File: config.mk
export PLATFORM = sky130hd
export DESIGN_NAME = api_div
export DESIGN_NICKNAME = d
export VERILOG_FILES = /design/src/design/antenna_pattern_interpolator_macros.svh /design/src/design/api_div.sv
export SDC_FILE = /design/constraint.sdc
export NUM_CORES = 1
export LEC_CHECK = 0
export BUFFER_PORTS_ARGS = -buffer_cell sky130_fd_sc_hd__buf_2
export CORE_UTILIZATION = 61
export CTS_CLUSTER_DIAMETER = 150
export DETAILED_ROUTE_END_ITERATION = 16
export PLACE_DENSITY_LB_ADDON = 0.08
export SYNTH_ARGS = -nofsm -noshare
export SYNTH_HDL_FRONTEND = slang
export SYNTH_SLANG_ARGS = --single-unit
File: constraint.sdc
create_clock -name i_clk -period 6.33 [get_ports i_clk]
set_input_delay 0.3165 -clock i_clk [delete_from_list [all_inputs] [get_ports i_clk]]
set_output_delay 0.3165 -clock i_clk [all_outputs]
set_load 0.05 [all_outputs]
File: src/design/antenna_pattern_interpolator_macros.svh
// assertion helpers for the design files that check themselves
`ifndef ANTENNA_PATTERN_INTERPOLATOR_MACROS_SVH
`define ANTENNA_PATTERN_INTERPOLATOR_MACROS_SVH

// implication checked on every rising clock edge outside reset
`define API_ASSERT_IMP(label, ante, cons, msg) \
    label: assert property (@(posedge i_clk) disable iff (!i_rst_n) (ante) |-> (cons)) \
        else $error(msg);

// plain invariant checked on every rising clock edge outside reset
`define API_ASSERT_ALWAYS(label, cond, msg) \
    label: assert property (@(posedge i_clk) disable iff (!i_rst_n) (cond)) \
        else $error(msg);

`endif

File: src/design/api_div.sv
module api_div #(
    parameter int NUM_W = 22,
    parameter int DEN_W = 15,
    parameter int QW    = 6,
    parameter int PAY_W = 1
) (
    input  logic             i_clk,
    input  logic             i_rst_n,
    input  logic             i_valid,
    input  logic [NUM_W-1:0] i_num,
    input  logic [DEN_W-1:0] i_den,
    input  logic [PAY_W-1:0] i_pay,
    output logic             o_valid,
    output logic [QW-1:0]    o_quo,
    output logic [DEN_W-1:0] o_rem,
    output logic [PAY_W-1:0] o_pay
);

    localparam int WW = ((NUM_W > DEN_W + QW) ? NUM_W : DEN_W + QW) + 1;

    logic             r_valid [1:QW];
    logic [NUM_W-1:0] r_rem   [1:QW];
    logic [QW-1:0]    r_quo   [1:QW];
    logic [DEN_W-1:0] r_den   [1:QW];
    logic [PAY_W-1:0] r_pay   [1:QW];

    // one quotient bit per stage, most significant first
    for (genvar k = 0; k < QW; k++) begin : g_stage
        logic             valid_in;
        logic [NUM_W-1:0] rem_in;
        logic [QW-1:0]    quo_in;
        logic [DEN_W-1:0] den_in;
        logic [PAY_W-1:0] pay_in;
        logic [WW-1:0]    rem_w;
        logic [WW-1:0]    den_sh;
        logic             take;

        if (k == 0) begin : g_first
            assign valid_in = i_valid;
            assign rem_in   = i_num;
            assign quo_in   = '0;
            assign den_in   = i_den;
            assign pay_in   = i_pay;
        end else begin : g_next
            assign valid_in = r_valid[k];
            assign rem_in   = r_rem[k];
            assign quo_in   = r_quo[k];
            assign den_in   = r_den[k];
            assign pay_in   = r_pay[k];
        end

        assign rem_w  = WW'(rem_in);
        assign den_sh = WW'(den_in) << (QW - 1 - k);
        assign take   = (rem_w >= den_sh);

        always_ff @(posedge i_clk) begin
            if (!i_rst_n) begin
                r_valid[k+1] <= 1'b0;
            end else begin
                r_valid[k+1] <= valid_in;
            end
        end

        always_ff @(posedge i_clk) begin
            r_rem[k+1] <= take ? NUM_W'(rem_w - den_sh) : rem_in;
            r_quo[k+1] <= quo_in | (take ? (QW'(1) << (QW - 1 - k)) : QW'(0));
            r_den[k+1] <= den_in;
            r_pay[k+1] <= pay_in;
        end
    end

    assign o_valid = r_valid[QW];
    assign o_quo   = r_quo[QW];
    assign o_rem   = r_rem[QW][DEN_W-1:0];
    assign o_pay   = r_pay[QW];

endmodule

==> flow_summary_export.csv, run 1 <==
group,metric,value,unit
setup_path,crit_chain,"ha_1 > inv_1 > fa_1 > a21oi_1 > o21ai_0 > a21oi_1 > o221ai_1 > a21oi_2 > mux2_2",
clocking,numCtsBuffers,24,
worst_hold_path,hold_path_class,"input pin to register",
timing,final_max_slew_viol_count,0,
setup_path,cp.required,6.72,ns
route,route.detailed.drc,0,
floorplanning,die_area,18100,µm²
cells_and_area,design_area,12300,µm²
synth,syn_area,10700,µm²
synth,synth_area_leader_cell,"dfxtp_1",
setup_path,worstSetupPathType,"register to register",
clocking,cts_tree,"done",
global_route,first_global_vias,7758,
power_and_ir_drop,pwr-share-seq,34.4,%
route,ant_nets,0,
global_route,use_met2,43.6,%
synth,synth-seq-cells,233,
cells_and_area,finalNetCount,1380,
placement,numPortBuffers,63,
global_route,grt-busiest-layer,"met2",
cells_and_area,layoutNonFillerInstCount,1486,
placement,dpl.cell_count,1421,
clocking,clk_latency,0.51,ns
floorplanning,ioPinCount,64,
clocking,cts.sinks,233,
power_and_ir_drop,p_sw,2220,µW
route,vias,8160,
setup_path,arrival,3.89,ns
floorplanning,die_y,135,µm
timing,skew,0.0190,ns
power_and_ir_drop,leakagePower,0.00558,µW
synth,syn-instance-count,1153,
floorplanning,coreArea,17200,µm²
route,drt-pass1-iter-count,5,
timing,fin_setup_tns,0,ns
job,maxCapViolations,0,
global_route,grt_util_all_layers,23.2,%
timing,rsz0062_at_grt,"false",
floorplanning,initial_core_util,62.2,%
synth,yosysMostFrequentCell,"dfxtp_1",
clocking,cts_max_level,1,
clocking,cts_repair_resize_count,0,
route,post_drt_wl_per_cell,13.9,µm
placement,post-dp-hpwl,15600,µm
timing,finalHoldViolations,0,
synth,synth-main-ff-cell,"dfxtp_1",
setup_path,endpoint_kind,"register",
synth,syn_area_per_cell,9.30,µm²
timing,worst-slew-pin-transition,1.19,ns
synth,yosysSeqAreaShare,43.5,%
timing,setup_slack,2.83,ns
setup_path,cpMostUsedCell,"a21oi_1",
route,first_iter_violations,396,
floorplanning,dieWidth,135,µm
synth,synth_edf_count,0,
global_route,antenna_found_initial,0,
placement,place_area,11200,µm²
route,wirelength,20700,µm
synth,synth.distinct_cells,76,
setup_path,crit_path_max_incr_delay,0.99,ns
setup_path,cpMaxStageDelayCell,"a21oi_2",
global_route,grt_pass1_wl,34100,µm
synth,synth_top_area_share,43.5,%
global_route,grt_max_degree,35,
power_and_ir_drop,p_sw_share,36.6,%
global_route,overflow,0,
power_and_ir_drop,power_frac_comb,42.1,%
timing,fmax,286,MHz
status,outcome,"finished, final reports clean",
route,viasPerCell,5.49,
placement,place_congestion,0.957,
synth,synth_common_cells,"dfxtp_1 (233), inv_1 (116), a21oi_1 (90), ha_1 (90), nand2_1 (85)",
timing,slew_headroom,20.5,%
global_route,gr-usage-met3,3.15,%
cells_and_area,drive_gt1_share,10.9,%
clocking,clk_pin_slew,0.06,ns
cells_and_area,num_antenna_cells,0,
power_and_ir_drop,p_int,3840,µW
synth,yosysWarnings,0,
timing,post-route-period-util,55.3,%
clocking,cts.path.max_buffers,3,
setup_path,critPathMaxFanout,34,
power_and_ir_drop,power_frac_clock,23.5,%
placement,dp_slack,2.83,ns
clocking,postCtsSetupRepairBufs,0,
synth,syn_nets,1290,
power_and_ir_drop,peakVddDrop,0.286,mV
timing,setup_viol_count_final,0,
timing,period_minus_slack,3.50,ns
global_route,met1_usage,25.2,%
floorplanning,rows,48,
cells_and_area,area_delta_synth_final,14.3,%
setup_path,worstSetupStartpointType,"register",
clocking,clockRootBuffer,"clkbuf_16",
power_and_ir_drop,p_per_area,494,nW/µm²
synth,synth_area_leaders,"dfxtp_1 (44%), ha_1 (11%), a21oi_1 (4.2%)",
synth,synthArstFlopShare,0,%
==> registers in the layout, indices dropped and copies added (netlist names) <==
| signal | flops |
|---|---|
| r_valid | 6 |
| r_den | 75 |
| r_pay | 6 |
| r_rem | 125 |
| r_quo | 21 |
==> path summary, 6_finish.rpt <==
kind,from,to,slack (ns),cells past startpoint
min,i_valid,r_valid[0][1]$_DFF_P_,0.02,2
min reg2reg,r_pay[2][1]$_DFF_P_,r_pay[3][0]$_DFF_P_,0.32,0
max,r_den[0][45]$_DFF_P_,r_rem[2][3]$_DFF_P_,2.83,9
max reg2reg,r_den[0][45]$_DFF_P_,r_rem[2][3]$_DFF_P_,2.83,9
==> cells in the final DEF (no fill, tap or decap), drive strengths merged, types with 6 or more instances in the layout <==
cell / synthesis / routed
and3: 10 / 10
dfxtp: 233 / 233
o21ai: 82 / 82
nand3: 13 / 13
fa: 6 / 6
nor3: 20 / 20
nor2: 75 / 75
a21o: 28 / 28
o31ai: 11 / 11
xor2: 38 / 38
nand4: 7 / 7
nand4b: 6 / 6
o21a: 9 / 9
nand2b: 14 / 14
inv: 116 / 117
a31oi: 10 / 10
nor4: 11 / 11
buf: 10 / 64
o211ai: 6 / 6
clkbuf: 11 / 32
dlygate4sd3: 0 / 21
ha: 90 / 90
or3: 6 / 6
mux2: 24 / 24
and2: 8 / 8
o21bai: 7 / 7
xnor2: 43 / 43
a21oi: 90 / 90
a211oi: 13 / 13
nand2: 85 / 85
nor2b: 11 / 11
==> critical path: cells and delay by family (launching register included) <==
family	cells	cell delay, ns
buffers and inverters	1	0.06
multiplexers	1	0.42
adder cells (fa/ha/maj)	2	0.58
AO/OA/AOI/OAI	5	1.99
flip-flops	1	0.35
==> metal layers <==
metal / vias to the layer above / share of wire (%)
li1: 4211 / -
met1: 3658 / 42
met2: 221 / 50
met3: 70 / 3.8
met4: 0 / 4.3
met5: - / 0
==> area by class of cell <==
cell class | count | area (µm²)
multi-input cells | 783 | 5520
fillers | 1313 | 4980
flip-flops and latches | 233 | 4660
clock buffers | 32 | 672
repair buffers | 85 | 533
inverters | 116 | 435
well taps | 225 | 282
clock inverters | 12 | 149
==> cells by family (layout without fill, tap and decap cells) <==
group	count (synthesis)	in the layout	share of synthesized area, %
multiplexers	27	27	2.94
buffers and inverters	137	245	5.04
AND/OR/NAND/NOR	279	279	12.6
XOR/XNOR	81	81	6.62
adder cells (fa/ha/maj)	96	96	11.6
flip-flops	233	233	43.5
AO/OA/AOI/OAI	300	300	17.7
==> power groups by stage <==
stage          Sequential (µW)  Combinational, µW  Clock, µW
2_1_floorplan             2230               1870          0
3_3_place_gp              2110               2460          0
3_5_place_dp              2110               2500          0
4_1_cts                   2080               2530       1450
5_1_grt                   2120               2830       1510
6_report                  2080               2550       1420
==> what timing repair did <==
item	4_1_cts	5_1_grt
endpoints found under the hold margin	21	0
hold buffers	21	0
setup endpoints to repair	0	0
==> metrics by stage <==
step,power (µW),hold WS [ns],utilization [%]
finish,6050,0.0161,71.1
global route,6470,0.0311,71.1
CTS,6060,0.00506,71.1
detailed placement,4610,0.312,65.1
global placement,4570,0.310,65.1
floorplan,4100,0.310,-
(Power assumes the default switching activity.)
==> inputs of run 2 (changes only) <==
==> constraint.sdc (replaced) <==
create_clock -name i_clk -period 3.7 [get_ports i_clk]
set_input_delay 0.185 -clock i_clk [delete_from_list [all_inputs] [get_ports i_clk]]
set_output_delay 0.185 -clock i_clk [all_outputs]
set_load 0.05 [all_outputs]
==> run 2 against run 1 <==
Net effect:
- routed wire length increased by 5.7%
- core utilization increased by 1.4 points
- sequential power is 71% higher
- via count increased by 1.8%
- first-iteration DRC count is 22% higher
- sequential cell count did not move
- power rose by 72%
- critical path type is now input pin to register
- critical endpoint is now r_rem[0][31]$_DFF_P_
- largest power group unchanged
==> flow_summary_export.csv, run 2 (synthesis results as in run 1) <==
group,metric,value,unit
global_route,overflow,0,
timing,slew_headroom,31.4,%
timing,fin_setup_tns,0,ns
timing,worst-slew-pin-transition,1.03,ns
cells_and_area,area_delta_synth_final,16.5,%
placement,dpl.cell_count,1427,
placement,numPortBuffers,63,
clocking,clockRootBuffer,"clkbuf_16",
placement,post-dp-hpwl,15900,µm
clocking,numCtsBuffers,24,
cells_and_area,largestRegisters,"r_rem: 125 flops, r_den: 75 flops, r_quo: 21 flops",
global_route,first_global_vias,8194,
timing,setup_viol_count_final,0,
floorplanning,dieWidth,135,µm
setup_path,critPathMaxFanout,29,
route,drt-pass1-iter-count,5,
setup_path,worstSetupPathType,"input pin to register",
floorplanning,die_area,18100,µm²
clocking,postCtsSetupRepairBufs,0,
clocking,clk_pin_slew,0.06,ns
timing,finalHoldViolations,0,
global_route,grt_max_degree,35,
clocking,clk_latency,0.50,ns
cells_and_area,regMostFlops,"r_rem",
timing,post-route-period-util,82.8,%
timing,final_max_slew_viol_count,0,
route,ant_nets,0,
timing,skew,0.00979,ns
cells_and_area,finalNetCount,1406,
clocking,hold_buffers,41,
cells_and_area,final_cell_mix,"dfxtp_1 (233), inv_1 (116), ha_1 (90)",
clocking,cts_repair_resize_count,0,
route,viasPerCell,5.50,
timing,rsz0062_at_grt,"false",
setup_path,endpoint_kind,"register",
global_route,grt_pass1_wl,36000,µm
cells_and_area,final_util,72.5,%
status,outcome,"finished, final reports clean",
setup_path,arrival,3.45,ns
power_and_ir_drop,leakagePower,0.00570,µW
clocking,cts.sinks,233,
route,wirelength,21900,µm
placement,place_area,11300,µm²
clocking,cts_tree,"done",
cells_and_area,design_area,12500,µm²
timing,fmax,326,MHz
setup_path,worstSetupStartpointType,"input pin",
cells_and_area,final_common_cell,"dfxtp_1",
route,first_iter_violations,482,
route,post_drt_wl_per_cell,14.5,µm
cells_and_area,num_antenna_cells,0,
placement,place_congestion,0.982,
job,maxCapViolations,0,
global_route,grt_util_all_layers,24.6,%
floorplanning,die_y,135,µm
route,route.detailed.drc,0,
floorplanning,initial_core_util,62.2,%
clocking,cts_max_level,1,
cells_and_area,largest_reg_flops,125,
clocking,cts.path.max_buffers,3,
cells_and_area,layoutNonFillerInstCount,1509,
floorplanning,coreArea,17200,µm²
worst_hold_path,hold_path_class,"register to register",
cells_and_area,drive_gt1_share,11.0,%
timing,period_minus_slack,3.06,ns
power_and_ir_drop,peakVddDrop,0.545,mV
floorplanning,ioPinCount,64,
power_and_ir_drop,p_per_area,832,nW/µm²
floorplanning,rows,48,
global_route,antenna_found_initial,0,
setup_path,cp.required,4.09,ns
route,vias,8305,
-- run 2: path summary, 6_finish.rpt --
| check | startpoint | cells past startpoint | to | slack [ns] |
|---|---|---|---|---|
| max reg2reg | r_rem[1][24]$_DFF_P_ | 11 | r_rem[2][3]$_DFF_P_ | 0.70 |
| max | i_num[8] | 8 | r_rem[0][31]$_DFF_P_ | 0.64 |
| min | r_pay[2][1]$_DFF_P_ | 0 | r_pay[3][0]$_DFF_P_ | 0.32 |
| min reg2reg | r_pay[2][1]$_DFF_P_ | 0 | r_pay[3][0]$_DFF_P_ | 0.32 |
-- run 2: layout make-up --
cell class	instances	area [µm²]
timing repair buffer	111	778
multi-input combinational	783	5520
tap	225	282
inverter	116	435
sequential	233	4660
clock buffer	35	723
fill	1287	4750
clock inverter	6	85.1
-- run 2: per-stage QoR --
step / worst slack, ns / hold WS [ns] / total power (µW)
CTS: 0.677 / 0.301 / 10400
global route: 0.535 / 0.329 / 11100
floorplan: 0.995 / 0.213 / 7010
detailed placement: 0.701 / 0.289 / 7920
finish: 0.637 / 0.325 / 10400
global placement: 0.757 / 0.288 / 7880
-- run 2: worst max-delay path: stages --
cell and delay (ns):
dlygate4sd3_1 0.54, buf_2 0.13, ha_1 0.37, a21o_1 0.18
a221o_1 0.40, a211o_1 0.34, a2111o_1 0.85, mux2_4 0.45
-- run 2: power by group --
group | switching [µW] | internal, µW | leakage, µW
registers | 357 | 3200 | 0.00196
logic | 2520 | 1910 | 0.00334
clock network | 913 | 1480 | 0.000392
total | 3790 | 6600 | 0.00570
-- run 2: metal layers --
metal / share of wire [%] / GRT usage (%) / up-vias
met5: 0 / 0 / -
met4: 5.2 / 14.3 / 0
met3: 3.5 / 3.23 / 97
met2: 49 / 45.9 / 246
met1: 42 / 26.6 / 3689
li1: - / - / 4273
